File: config.mk
export PLATFORM = sky130hd
export DESIGN_NAME = intel_hex_record_encoder_top
export DESIGN_NICKNAME = d
export VERILOG_FILES = /design/src/ihx_pkg.sv /design/src/ihx_ctrl.sv /design/src/ihx_dp.sv /design/src/intel_hex_record_encoder_top.sv
export VERILOG_INCLUDE_DIRS = /design/src /design/src/src
export SDC_FILE = /design/constraint.sdc
export NUM_CORES = 1
export LEC_CHECK = 0
export BUFFER_PORTS_ARGS = -buffer_cell sky130_fd_sc_hd__buf_4
export CAP_MARGIN = 20
export CORE_MARGIN = 5
export CORE_UTILIZATION = 60
export CTS_CLUSTER_SIZE = 30
export DETAILED_ROUTE_END_ITERATION = 10
export MAX_ROUTING_LAYER = met4
export PLACE_DENSITY = 0.79
export SLEW_MARGIN = 40
export SYNTH_ARGS = -nofsm -noshare
export SYNTH_HDL_FRONTEND = slang
export SYNTH_SLANG_ARGS = --single-unit
File: constraint.sdc
create_clock -name clock -period 7.36 [get_ports clock]
set_clock_uncertainty 0.15 [all_clocks]
set_input_delay 1.472 -clock clock [delete_from_list [all_inputs] [get_ports clock]]
set_output_delay 1.472 -clock clock [all_outputs]
set_load 0.01 [all_outputs]
File: src/assert_macros.svh
// Assertion macros shared by the Intel HEX record encoder.
// No dependencies; included by files that carry concurrent assertions.
`ifndef ASSERT_MACROS_SVH
`define ASSERT_MACROS_SVH

// Same-cycle implication, disabled during reset.
`define ASSERT_IMPLIES(label, clk, rst, ante, cons, msg) \
   label: assert property (@(posedge clk) disable iff (rst) (ante) |-> (cons)) \
      else $error(msg);

// Next-cycle implication, disabled during reset.
`define ASSERT_NEXT(label, clk, rst, ante, cons, msg) \
   label: assert property (@(posedge clk) disable iff (rst) (ante) |=> (cons)) \
      else $error(msg);

`endif

File: src/ihx_pkg.sv
// Types and constants of the Intel HEX record encoder.
// No dependencies; used by ihx_ctrl, ihx_dp and the top level.
package ihx_pkg;

   localparam int CNT_W      = 5;
   localparam int CSR_ADDR_W = 3;
   localparam int CSR_DATA_W = 32;

   localparam logic [0:0] REG_SEG_SHAMT = 1'b0;

   localparam logic [4:0] SEG_SHAMT_RESET = 5'd4;
   localparam logic [4:0] SEG_SHAMT_MAX   = 5'd16;
   localparam logic [4:0] LIN_SHIFT       = 5'd16;
   localparam logic [32:0] SEG_SPAN       = 33'h10000;

   localparam logic OP_DATA   = 1'b0;
   localparam logic OP_FINISH = 1'b1;

   localparam logic [7:0] ADDR_REC_LEN = 8'h02;
   localparam logic [7:0] REC_TYPE_EOF = 8'h01;
   localparam logic [7:0] REC_TYPE_SEG = 8'h02;
   localparam logic [7:0] REC_TYPE_LIN = 8'h04;

   typedef enum logic [3:0] {
      SEL_ZERO,
      SEL_ADDR_LEN,
      SEL_TYPE,
      SEL_SEG_HI,
      SEL_SEG_LO,
      SEL_CNT,
      SEL_OFF_HI,
      SEL_OFF_LO,
      SEL_DATA,
      SEL_EOF_TYPE,
      SEL_CHK
   } ihx_sel_type;

   typedef struct packed {
      logic        op;
      logic [31:0] byte_addr;
      logic [7:0]  data_byte;
   } ihx_req_type;

   typedef struct packed {
      logic [7:0] rec_byte;
      logic       rec_start;
      logic       rec_end;
      logic       last;
   } ihx_rsp_type;

   typedef struct packed {
      logic             load_item;
      logic             set_line;
      logic             clr_fill;
      logic             store;
      logic             adv_line;
      logic             mode_chk;
      logic             seg_diff;
      logic             seg_load;
      logic             off_calc;
      logic             clear_all;
      logic             emit;
      ihx_sel_type      sel;
      logic             start;
      logic             stop;
      logic             last;
      logic [CNT_W-1:0] rd_addr;
   } ihx_cmd_type;

   typedef struct packed {
      logic             cont;
      logic             fill_zero;
      logic             full_next;
      logic             need_seg;
      logic             out_free;
      logic [CNT_W-1:0] fill;
   } ihx_status_type;

endpackage

File: src/ihx_ctrl.sv
// Controller of the Intel HEX record encoder: sequences item handling and
// record emission. Depends on ihx_pkg; drives the datapath ihx_dp.
module ihx_ctrl #(
   parameter int LINE_BYTES = 16
) (
   input  logic                       clock,
   input  logic                       reset,
   input  logic                       req_valid,
   input  logic                       req_op,
   output logic                       req_stall,
   input  ihx_pkg::ihx_status_type    st,
   output ihx_pkg::ihx_cmd_type       cmd
);

   localparam int DW = $clog2(LINE_BYTES + 1);

   typedef enum logic [3:0] {
      ST_IDLE,
      ST_CONT,
      ST_STORE,
      ST_MODE,
      ST_DIFF,
      ST_SEG,
      ST_ADDR_REC,
      ST_OFF,
      ST_HDR,
      ST_DATA,
      ST_CHK,
      ST_END
   } state_type;

   typedef enum logic [1:0] {
      KIND_PRE,
      KIND_FULL,
      KIND_FIN
   } wr_kind_type;

   state_type   state_ff, state_in;
   wr_kind_type kind_ff, kind_in;
   logic [2:0]  idx_ff, idx_in;
   logic [DW-1:0] d_ff, d_in;

   assign req_stall = (state_ff != ST_IDLE);

   always_comb begin
      state_in = state_ff;
      kind_in  = kind_ff;
      idx_in   = idx_ff;
      d_in     = d_ff;
      cmd      = '0;
      cmd.sel  = ihx_pkg::SEL_ZERO;
      unique case (state_ff)
         ST_IDLE: begin
            if (req_valid) begin
               cmd.load_item = 1'b1;
               if (req_op == ihx_pkg::OP_FINISH) begin
                  if (st.fill_zero) begin
                     idx_in   = 3'd0;
                     state_in = ST_END;
                  end else begin
                     kind_in  = KIND_FIN;
                     state_in = ST_MODE;
                  end
               end else begin
                  state_in = ST_CONT;
               end
            end
         end
         ST_CONT: begin
            if (!st.cont) begin
               if (st.fill_zero) begin
                  cmd.set_line = 1'b1;
                  state_in     = ST_STORE;
               end else begin
                  kind_in  = KIND_PRE;
                  state_in = ST_MODE;
               end
            end else begin
               state_in = ST_STORE;
            end
         end
         ST_STORE: begin
            cmd.store = 1'b1;
            if (st.full_next) begin
               kind_in  = KIND_FULL;
               state_in = ST_MODE;
            end else begin
               state_in = ST_IDLE;
            end
         end
         ST_MODE: begin
            cmd.mode_chk = 1'b1;
            state_in     = ST_DIFF;
         end
         ST_DIFF: begin
            cmd.seg_diff = 1'b1;
            state_in     = ST_SEG;
         end
         ST_SEG: begin
            if (st.need_seg) begin
               cmd.seg_load = 1'b1;
               idx_in       = 3'd0;
               state_in     = ST_ADDR_REC;
            end else begin
               state_in = ST_OFF;
            end
         end
         ST_ADDR_REC: begin
            if (st.out_free) begin
               cmd.emit = 1'b1;
               idx_in   = idx_ff + 3'd1;
               case (idx_ff) inside
                  3'd0: begin
                     cmd.sel   = ihx_pkg::SEL_ADDR_LEN;
                     cmd.start = 1'b1;
                  end
                  3'd1, 3'd2: cmd.sel = ihx_pkg::SEL_ZERO;
                  3'd3: cmd.sel = ihx_pkg::SEL_TYPE;
                  3'd4: cmd.sel = ihx_pkg::SEL_SEG_HI;
                  3'd5: cmd.sel = ihx_pkg::SEL_SEG_LO;
                  default: begin
                     cmd.sel  = ihx_pkg::SEL_CHK;
                     cmd.stop = 1'b1;
                     state_in = ST_OFF;
                  end
               endcase
            end
         end
         ST_OFF: begin
            cmd.off_calc = 1'b1;
            idx_in       = 3'd0;
            state_in     = ST_HDR;
         end
         ST_HDR: begin
            if (st.out_free) begin
               cmd.emit = 1'b1;
               idx_in   = idx_ff + 3'd1;
               case (idx_ff)
                  3'd0: begin
                     cmd.sel   = ihx_pkg::SEL_CNT;
                     cmd.start = 1'b1;
                  end
                  3'd1: cmd.sel = ihx_pkg::SEL_OFF_HI;
                  3'd2: cmd.sel = ihx_pkg::SEL_OFF_LO;
                  default: begin
                     cmd.sel  = ihx_pkg::SEL_ZERO;
                     d_in     = '0;
                     state_in = ST_DATA;
                  end
               endcase
            end
         end
         ST_DATA: begin
            if (st.out_free) begin
               cmd.emit = 1'b1;
               cmd.sel  = ihx_pkg::SEL_DATA;
               d_in     = d_ff + DW'(1);
               if ((ihx_pkg::CNT_W'(d_ff) + ihx_pkg::CNT_W'(1)) == st.fill) begin
                  state_in = ST_CHK;
               end
            end
         end
         ST_CHK: begin
            if (st.out_free) begin
               cmd.emit = 1'b1;
               cmd.sel  = ihx_pkg::SEL_CHK;
               cmd.stop = 1'b1;
               case (kind_ff)
                  KIND_PRE: begin
                     // a one-byte line fills again at once and writes once more
                     cmd.last     = (LINE_BYTES != 1);
                     cmd.set_line = 1'b1;
                     cmd.clr_fill = 1'b1;
                     state_in     = ST_STORE;
                  end
                  KIND_FULL: begin
                     cmd.last     = 1'b1;
                     cmd.adv_line = 1'b1;
                     state_in     = ST_IDLE;
                  end
                  default: begin
                     cmd.clr_fill = 1'b1;
                     idx_in       = 3'd0;
                     state_in     = ST_END;
                  end
               endcase
            end
         end
         ST_END: begin
            if (st.out_free) begin
               cmd.emit = 1'b1;
               idx_in   = idx_ff + 3'd1;
               case (idx_ff) inside
                  3'd0: begin
                     cmd.sel   = ihx_pkg::SEL_ZERO;
                     cmd.start = 1'b1;
                  end
                  3'd1, 3'd2: cmd.sel = ihx_pkg::SEL_ZERO;
                  3'd3: cmd.sel = ihx_pkg::SEL_EOF_TYPE;
                  default: begin
                     cmd.sel       = ihx_pkg::SEL_CHK;
                     cmd.stop      = 1'b1;
                     cmd.last      = 1'b1;
                     cmd.clear_all = 1'b1;
                     state_in      = ST_IDLE;
                  end
               endcase
            end
         end
         default: state_in = ST_IDLE;
      endcase
      // read one entry ahead so the buffer data is ready when emitted
      cmd.rd_addr = ihx_pkg::CNT_W'(d_in);
   end

   always_ff @(posedge clock) begin
      if (reset) begin
         state_ff <= ST_IDLE;
         kind_ff  <= KIND_PRE;
         idx_ff   <= 3'd0;
         d_ff     <= '0;
      end else begin
         state_ff <= state_in;
         kind_ff  <= kind_in;
         idx_ff   <= idx_in;
         d_ff     <= d_in;
      end
   end

endmodule

File: src/ihx_dp.sv
// Datapath of the Intel HEX record encoder: line buffer, address state,
// segment arithmetic, record byte mux, output register and CSR. Uses ihx_pkg.
module ihx_dp #(
   parameter int LINE_BYTES = 16,
   parameter int ADDR_BITS  = 32
) (
   input  logic                                clock,
   input  logic                                reset,
   input  ihx_pkg::ihx_req_type                req_payload,
   output logic                                rsp_valid,
   input  logic                                rsp_stall,
   output ihx_pkg::ihx_rsp_type                rsp_payload,
   input  logic                                csr_psel,
   input  logic                                csr_penable,
   input  logic                                csr_pwrite,
   input  logic [ihx_pkg::CSR_ADDR_W-1:0]      csr_paddr,
   input  logic [ihx_pkg::CSR_DATA_W-1:0]      csr_pwdata,
   output logic [ihx_pkg::CSR_DATA_W-1:0]      csr_prdata,
   input  ihx_pkg::ihx_cmd_type                cmd,
   output ihx_pkg::ihx_status_type             st
);

   localparam int AW = ADDR_BITS;
   localparam int IW = (LINE_BYTES > 1) ? $clog2(LINE_BYTES) : 1;

   logic [4:0]                seg_shamt_ff, seg_shamt_in;
   logic [AW-1:0]             line_addr_ff, line_addr_in;
   logic [ihx_pkg::CNT_W-1:0] fill_ff, fill_in;
   logic [15:0]               seg_ff, seg_in;
   logic                      linear_ff, linear_in;
   logic [AW-1:0]             addr_ff;
   logic [7:0]                data_ff;
   logic [32:0]               diff_ff;
   logic [15:0]               off_ff;
   logic [7:0]                sum_ff;
   logic [7:0]                rd_data_ff;
   logic [7:0]                line_mem_ff [LINE_BYTES];
   logic                      rsp_valid_ff, rsp_valid_in;
   ihx_pkg::ihx_rsp_type      rsp_ff;

   logic [4:0]  sh_eff;
   logic [4:0]  sh_mode;
   logic [32:0] base33;
   logic [32:0] cnt33;
   logic [32:0] seg_base33;
   logic [7:0]  out_byte;
   logic        csr_wr;
   logic        csr_hit;

   assign sh_eff     = (seg_shamt_ff > ihx_pkg::SEG_SHAMT_MAX) ? ihx_pkg::SEG_SHAMT_MAX
                                                               : seg_shamt_ff;
   assign sh_mode    = linear_ff ? ihx_pkg::LIN_SHIFT : sh_eff;
   assign base33     = 33'(line_addr_ff);
   assign cnt33      = 33'(fill_ff);
   assign seg_base33 = 33'(seg_ff) << sh_mode;

   assign csr_hit    = (csr_paddr[ihx_pkg::CSR_ADDR_W-1:2] == ihx_pkg::REG_SEG_SHAMT);
   assign csr_wr     = csr_psel && csr_penable && csr_pwrite && csr_hit;
   assign csr_prdata = csr_hit ? ihx_pkg::CSR_DATA_W'(seg_shamt_ff) : '0;

   assign st.cont      = (addr_ff == (line_addr_ff + AW'(fill_ff)));
   assign st.fill_zero = (fill_ff == '0);
   assign st.full_next = ((fill_ff + ihx_pkg::CNT_W'(1)) >= ihx_pkg::CNT_W'(LINE_BYTES));
   assign st.need_seg  = diff_ff[32] ||
                         ((33'(diff_ff[31:0]) + cnt33) > ihx_pkg::SEG_SPAN);
   assign st.out_free  = !rsp_valid_ff || !rsp_stall;
   assign st.fill      = fill_ff;

   always_comb begin
      case (cmd.sel)
         ihx_pkg::SEL_ADDR_LEN: out_byte = ihx_pkg::ADDR_REC_LEN;
         ihx_pkg::SEL_TYPE:     out_byte = linear_ff ? ihx_pkg::REC_TYPE_LIN
                                                     : ihx_pkg::REC_TYPE_SEG;
         ihx_pkg::SEL_SEG_HI:   out_byte = seg_ff[15:8];
         ihx_pkg::SEL_SEG_LO:   out_byte = seg_ff[7:0];
         ihx_pkg::SEL_CNT:      out_byte = 8'(fill_ff);
         ihx_pkg::SEL_OFF_HI:   out_byte = off_ff[15:8];
         ihx_pkg::SEL_OFF_LO:   out_byte = off_ff[7:0];
         ihx_pkg::SEL_DATA:     out_byte = rd_data_ff;
         ihx_pkg::SEL_EOF_TYPE: out_byte = ihx_pkg::REC_TYPE_EOF;
         ihx_pkg::SEL_CHK:      out_byte = 8'h00 - sum_ff;
         default:               out_byte = 8'h00;
      endcase
   end

   always_comb begin
      seg_shamt_in = seg_shamt_ff;
      line_addr_in = line_addr_ff;
      fill_in      = fill_ff;
      seg_in       = seg_ff;
      linear_in    = linear_ff;
      rsp_valid_in = rsp_valid_ff;
      if (csr_wr) begin
         seg_shamt_in = csr_pwdata[4:0];
      end
      if (cmd.set_line) begin
         line_addr_in = addr_ff;
      end
      if (cmd.clr_fill) begin
         fill_in = '0;
      end
      if (cmd.store) begin
         fill_in = fill_ff + ihx_pkg::CNT_W'(1);
      end
      if (cmd.adv_line) begin
         line_addr_in = line_addr_ff + AW'(LINE_BYTES);
         fill_in      = '0;
      end
      // leave segmented mode, until a finish or reset, once the line passes its range
      if (cmd.mode_chk && !linear_ff &&
          ((base33 + cnt33) >= (ihx_pkg::SEG_SPAN << sh_eff))) begin
         linear_in = 1'b1;
         seg_in    = '0;
      end
      if (cmd.seg_load) begin
         seg_in = 16'(base33 >> sh_mode);
      end
      if (cmd.clear_all) begin
         line_addr_in = '0;
         fill_in      = '0;
         seg_in       = '0;
         linear_in    = 1'b0;
      end
      if (cmd.emit) begin
         rsp_valid_in = 1'b1;
      end else if (!rsp_stall) begin
         rsp_valid_in = 1'b0;
      end
   end

   always_ff @(posedge clock) begin
      if (reset) begin
         seg_shamt_ff <= ihx_pkg::SEG_SHAMT_RESET;
         line_addr_ff <= '0;
         fill_ff      <= '0;
         seg_ff       <= '0;
         linear_ff    <= 1'b0;
         rsp_valid_ff <= 1'b0;
      end else begin
         seg_shamt_ff <= seg_shamt_in;
         line_addr_ff <= line_addr_in;
         fill_ff      <= fill_in;
         seg_ff       <= seg_in;
         linear_ff    <= linear_in;
         rsp_valid_ff <= rsp_valid_in;
      end
   end

   always_ff @(posedge clock) begin
      if (cmd.load_item) begin
         addr_ff <= req_payload.byte_addr[AW-1:0];
         data_ff <= req_payload.data_byte;
      end
      if (cmd.seg_diff) begin
         diff_ff <= base33 - seg_base33;
      end
      if (cmd.off_calc) begin
         off_ff <= line_addr_ff[15:0] - seg_base33[15:0];
      end
      if (cmd.emit) begin
         sum_ff         <= cmd.start ? out_byte : sum_ff + out_byte;
         rsp_ff.rec_byte  <= out_byte;
         rsp_ff.rec_start <= cmd.start;
         rsp_ff.rec_end   <= cmd.stop;
         rsp_ff.last      <= cmd.last;
      end
   end

   // line buffer: one write and one registered read per cycle
   always_ff @(posedge clock) begin
      if (cmd.store) begin
         line_mem_ff[fill_ff[IW-1:0]] <= data_ff;
      end
      if (cmd.rd_addr < ihx_pkg::CNT_W'(LINE_BYTES)) begin
         rd_data_ff <= line_mem_ff[cmd.rd_addr[IW-1:0]];
      end
   end

   assign rsp_valid   = rsp_valid_ff;
   assign rsp_payload = rsp_ff;

endmodule

File: src/intel_hex_record_encoder_top.sv
// Top level of the Intel HEX record encoder: joins controller and datapath.
// Depends on ihx_pkg, ihx_ctrl, ihx_dp and assert_macros.svh.
//
// Usage: data items (op 0) carry a linear byte address and a data byte; a
// finish item (op 1) flushes the line buffer and sends the end record.
// Results are binary record bytes, one per transfer on rsp_, with rec_start on
// the count byte, rec_end on the checksum and last on the final byte that an
// item causes. req_stall stays high while an item is being worked on; one
// item is handled at a time.
// Sequence: a data item that writes no record passes the continuity check and
// the store before the next accept. A line write adds address work (mode
// check, segment difference, segment decision), an optional segment or
// linear record, the offset step, then a record of N data bytes, one record
// byte per cycle from the output register while the receiver does not stall.
// A finish adds the end record.
// Reset (synchronous, active high) empties the buffer, selects segmented
// mode with segment 0 and sets the segment shift to 4; a finish does the same
// but keeps the shift. When the receiver stalls, the pending byte holds in the
// output register and record emission waits. The shift is at CSR address 0.
`include "assert_macros.svh"

module intel_hex_record_encoder_top #(
   parameter int LINE_BYTES = 16,
   parameter int ADDR_BITS  = 32
) (
   input  logic                                clock,
   input  logic                                reset,
   input  logic                                req_valid,
   output logic                                req_stall,
   input  ihx_pkg::ihx_req_type                req_payload,
   output logic                                rsp_valid,
   input  logic                                rsp_stall,
   output ihx_pkg::ihx_rsp_type                rsp_payload,
   input  logic                                csr_psel,
   input  logic                                csr_penable,
   input  logic                                csr_pwrite,
   input  logic [ihx_pkg::CSR_ADDR_W-1:0]      csr_paddr,
   input  logic [ihx_pkg::CSR_DATA_W-1:0]      csr_pwdata,
   output logic [ihx_pkg::CSR_DATA_W-1:0]      csr_prdata,
   output logic                                csr_pready
);

   ihx_pkg::ihx_cmd_type    cmd;
   ihx_pkg::ihx_status_type st;
   logic                    rsp_last;

   assign csr_pready = 1'b1;
   assign rsp_last   = rsp_valid && rsp_payload.last;

   ihx_ctrl #(
      .LINE_BYTES (LINE_BYTES)
   ) u_ctrl (
      .clock     (clock),
      .reset     (reset),
      .req_valid (req_valid),
      .req_op    (req_payload.op),
      .req_stall (req_stall),
      .st        (st),
      .cmd       (cmd)
   );

   ihx_dp #(
      .LINE_BYTES (LINE_BYTES),
      .ADDR_BITS  (ADDR_BITS)
   ) u_dp (
      .clock       (clock),
      .reset       (reset),
      .req_payload (req_payload),
      .rsp_valid   (rsp_valid),
      .rsp_stall   (rsp_stall),
      .rsp_payload (rsp_payload),
      .csr_psel    (csr_psel),
      .csr_penable (csr_penable),
      .csr_pwrite  (csr_pwrite),
      .csr_paddr   (csr_paddr),
      .csr_pwdata  (csr_pwdata),
      .csr_prdata  (csr_prdata),
      .cmd         (cmd),
      .st          (st)
   );

   `ASSERT_NEXT(a_busy_after_accept, clock, reset, req_valid && !req_stall, req_stall, "not busy")
   `ASSERT_IMPLIES(a_no_emit_full, clock, reset, !st.out_free, !cmd.emit, "emit while stalled")
   `ASSERT_IMPLIES(a_last_end, clock, reset, rsp_last, rsp_payload.rec_end, "last without rec_end")
   `ASSERT_IMPLIES(a_emit_while_busy, clock, reset, cmd.emit, req_stall, "emit while idle")

endmodule
==> metrics.csv <==
metric;value;unit
placement.io_buffers;71;
gr-total-overflow;0;
number_of_max_slew_violations_in_the_final_report;0;
width_of_the_die;195;µm
syn-instance-count;2132;
placementRows;67;
grt_antenna_before_repair;0;
num_vias;17000;
worst_setup_hold_path_clk_slew;0.06;ns
max-clock-path-buffers;3;
cts_tree;built;
holdCritPathClass;register to register;
post-cts-setup-buffers;0;
peak_ir_drop_on_the_vdd_network;0.262;mV
fp.dieH;195;µm
standard_cell_core_area;0.0336;mm²
critPathMaxFanout;9;
yosys.area_share.adder;5.16;%
power_density_over_cell_area;334;mW/mm²
first_pass_iters;7;
cts.hold.buffers_added;0;
io_pins;129;
floorplan.initialDensity;60.9;%
synthToLayoutAreaGrowth;9.49;%
final_net_count;2304;
synth_edf_count;244;
grt_setup_unrepaired;no;
max-cap-violations;0;
cp-start-kind;input port;
cts-htree-levels;2;
post_synth_xor_area_fraction;5.48;%
clock_sink_count;318;
worstSetupPathType;input port to register;
wirelength;57800;µm
min_period;5.78;ns
cts_made_buffers;34;
place_inst;2550;
ctsResizeCount;0;
grt_pass1_vias;16200;
yosysWarnings;0;
leakage;8.29;nW
worst_setup_path_end_kind;register;
finalCritPeriodShare;78.5;%
drt-vias-per-instance;6.51;
status;finished clean;
final.setup.tns;0;ns
stdcell_count;2613;
synth.ff_latch_count;318;
detail_route.iter0.violations;1907;
final-setup-viol-count;0;
post-route-cell-area;0.0224;mm²
dpl-instance-area;0.0212;mm²
synth_top_family_by_area;simple AND/OR/NAND/NOR gates;
sequential_to_total_area_share_from_yosys_stat;43.0;%
arrival_time_of_the_worst_setup_path;5.92;ns
syn-cell-area;0.0205;mm²
slew_headroom;40.6;%
synth-async-reset-ratio;0;%
syn-mean-instance-area;9.60;µm²
gp_congestion;0.964;
cts_root_buf;sky130_fd_sc_hd__clkbuf_16;
dieArea;0.0379;mm²
drc;0;
most_common_library_cell_in_the_layout_ignoring_fill_and_taps;sky130_fd_sc_hd__nand2_1;
grt_first_pass_wirelength;89700;µm
clkLatencyLatePin;0.54;ns
synth-simple-area-share;17.4;%
layout_common_cells;249 x sky130_fd_sc_hd__nand2_1, 244 x sky130_fd_sc_hd__edfxtp_1, 137 x sky130_fd_sc_hd__a21oi_1;
total_global_routing_track_utilization;30.3;%
yosys-mux-area-fraction;7.28;%
netlist-cell-type-count;86;
antenna_diodes;0;
pin_count_of_the_biggest_net_entering_global_routing;66;
final_layout_size_suffix_gt1_share;10.1;%
timing.final.hold_violations;0;
timing.critical_path.required;7.50;ns
ant_nets;0;
worst_slew_pin_tran;0.887;ns
dp.final_hpwl;42100;µm
synth_ff_type;sky130_fd_sc_hd__edfxtp_1;
synth-compound-area-share;17.2;%
avgRoutedWirePerCell;22.1;µm
fmaxAchievable;173;MHz
==> power breakdown <==
group / total [W] / internal (W) / switching [W]
clock: 0.00177 / 0.00105 / 0.000719
combinational: 0.00288 / 0.00125 / 0.00164
sequential: 0.00283 / 0.00238 / 0.000447
==> synth_stat cells, drive strengths merged (16+ instances only) <==
| cell | count | area share (%) |
|---|---|---|
| edfxtp | 244 | 36 |
| nor4 | 16 | 0.52 |
| a211oi | 82 | 3.0 |
| o211ai | 19 | 0.70 |
| o21ai | 78 | 1.9 |
| dfxtp | 74 | 7.2 |
| buf | 69 | 2.0 |
| mux2 | 17 | 0.94 |
| nor2 | 131 | 2.4 |
| inv | 41 | 0.75 |
| a31oi | 47 | 1.4 |
| nand2 | 251 | 4.6 |
| and2 | 36 | 1.1 |
| nor3 | 65 | 1.6 |
| nand3 | 53 | 1.4 |
| nand4 | 40 | 1.2 |
| o21a | 17 | 0.62 |
| mux2i | 123 | 6.0 |
| xnor2 | 80 | 3.4 |
| a21oi | 138 | 3.4 |
| a22oi | 17 | 0.62 |
| clkbuf | 93 | 1.7 |
| ha | 78 | 4.8 |
| nand2b | 22 | 0.67 |
| xor2 | 43 | 1.8 |
| a21o | 27 | 0.99 |
| and3 | 27 | 0.83 |
| nor2b | 36 | 1.1 |
==> worst max-delay path, cell delays in order <==
cell	delay [ns]
sky130_fd_sc_hd__buf_4	0.11
sky130_fd_sc_hd__nand2_1	0.27
sky130_fd_sc_hd__nand2_1	0.19
sky130_fd_sc_hd__nor2_1	0.55
sky130_fd_sc_hd__a211o_1	0.35
sky130_fd_sc_hd__nand3_1	0.13
sky130_fd_sc_hd__nor3_1	0.57
sky130_fd_sc_hd__a222oi_1	0.23
sky130_fd_sc_hd__o211a_1	0.21
sky130_fd_sc_hd__inv_1	0.11
sky130_fd_sc_hd__ha_1	0.23
sky130_fd_sc_hd__a21o_1	0.18
sky130_fd_sc_hd__a21oi_1	0.25
sky130_fd_sc_hd__o21bai_1	0.10
sky130_fd_sc_hd__a21oi_1	0.22
sky130_fd_sc_hd__nor2b_1	0.07
sky130_fd_sc_hd__o21ai_0	0.19
sky130_fd_sc_hd__nand2b_1	0.11
sky130_fd_sc_hd__xnor2_1	0.15
sky130_fd_sc_hd__nor2_1	0.06
sky130_fd_sc_hd__xor2_1	0.14
==> path summary, 6_finish.rpt <==
kind / slack (ns) / startpoint / end / cells past startpoint
worst min-delay path: 0.40 / u_dp.seg_ff[2]$_SDFFE_PP0P_ / u_dp.seg_ff[2]$_SDFFE_PP0P_ / 2
worst max register to register: 1.66 / u_ctrl.state_ff[3]$_SDFFE_PP0P_ / u_dp.sum_ff[7]$_DFFE_PP_ / 20
worst max-delay path: 1.58 / rsp_stall / u_dp.sum_ff[7]$_DFFE_PP_ / 21
worst min register to register: 0.40 / u_dp.seg_ff[2]$_SDFFE_PP0P_ / u_dp.seg_ff[2]$_SDFFE_PP0P_ / 2
==> kinds of logic (layout without fill, tap and decap cells) <==
kind of cell | Yosys count | after routing
buffers and inverters | 204 | 211
adder cells (fa/ha/maj) | 82 | 82
multiplexers | 143 | 143
other | 2 | 28
XOR/XNOR | 125 | 125
AO/OA/AOI/OAI | 529 | 529
AND/OR/NAND/NOR | 729 | 729
flip-flops | 318 | 318
==> layout make-up <==
| cell class | instances | area (µm²) |
|---|---|---|
| Clock buffer | 46 | 906 |
| Sequential cell | 318 | 8810 |
| Inverter | 42 | 158 |
| Tap cell | 448 | 561 |
| Fill cell | 2667 | 11200 |
| Timing Repair Buffer | 107 | 808 |
| Clock inverter | 16 | 248 |
| Multi-Input combinational cell | 1636 | 10900 |
==> per-stage QoR <==
| step | total power (W) | hold slack [ns] | utilization [%] | setup WS, ns |
|---|---|---|---|---|
| floorplan | 0.00487 | 0.307 | - | 0.966 |
| finish | 0.00749 | 0.398 | 66.7 | 1.58 |
| global route | 0.00789 | 0.427 | 66.7 | 1.14 |
| global placement | 0.00559 | 0.360 | 63.1 | 1.28 |
| detailed placement | 0.00567 | 0.381 | 63.2 | 1.08 |
| CTS | 0.00745 | 0.393 | 66.6 | 1.66 |
==> layer usage <==
layer	global-route usage (%)	up-vias	part of all wire, %
met5	-	-	0
met4	11.5	0	4.1
met3	3.83	141	8.0
met2	47.8	807	46
met1	40.5	8152	42
li1	-	7904	-
==> flip-flops by register name (all words and copies together) (netlist names) <==
register / flops
u_ctrl.d_ff: 5
u_ctrl.idx_ff: 3
u_ctrl.kind_ff: 2
u_ctrl.state_ff: 4
u_dp.addr_ff: 32
u_dp.data_ff: 8
u_dp.diff_ff: 33
u_dp.fill_ff: 5
u_dp.line_addr_ff: 32
u_dp.line_mem_ff: 128
u_dp.linear_ff: 1
u_dp.off_ff: 16
u_dp.rd_data_ff: 8
u_dp.rsp_payload: 11
u_dp.rsp_valid: 1
u_dp.seg_ff: 16
u_dp.seg_shamt_ff: 5
u_dp.sum_ff: 8
Note: power is estimated with default switching activity, not from simulation.
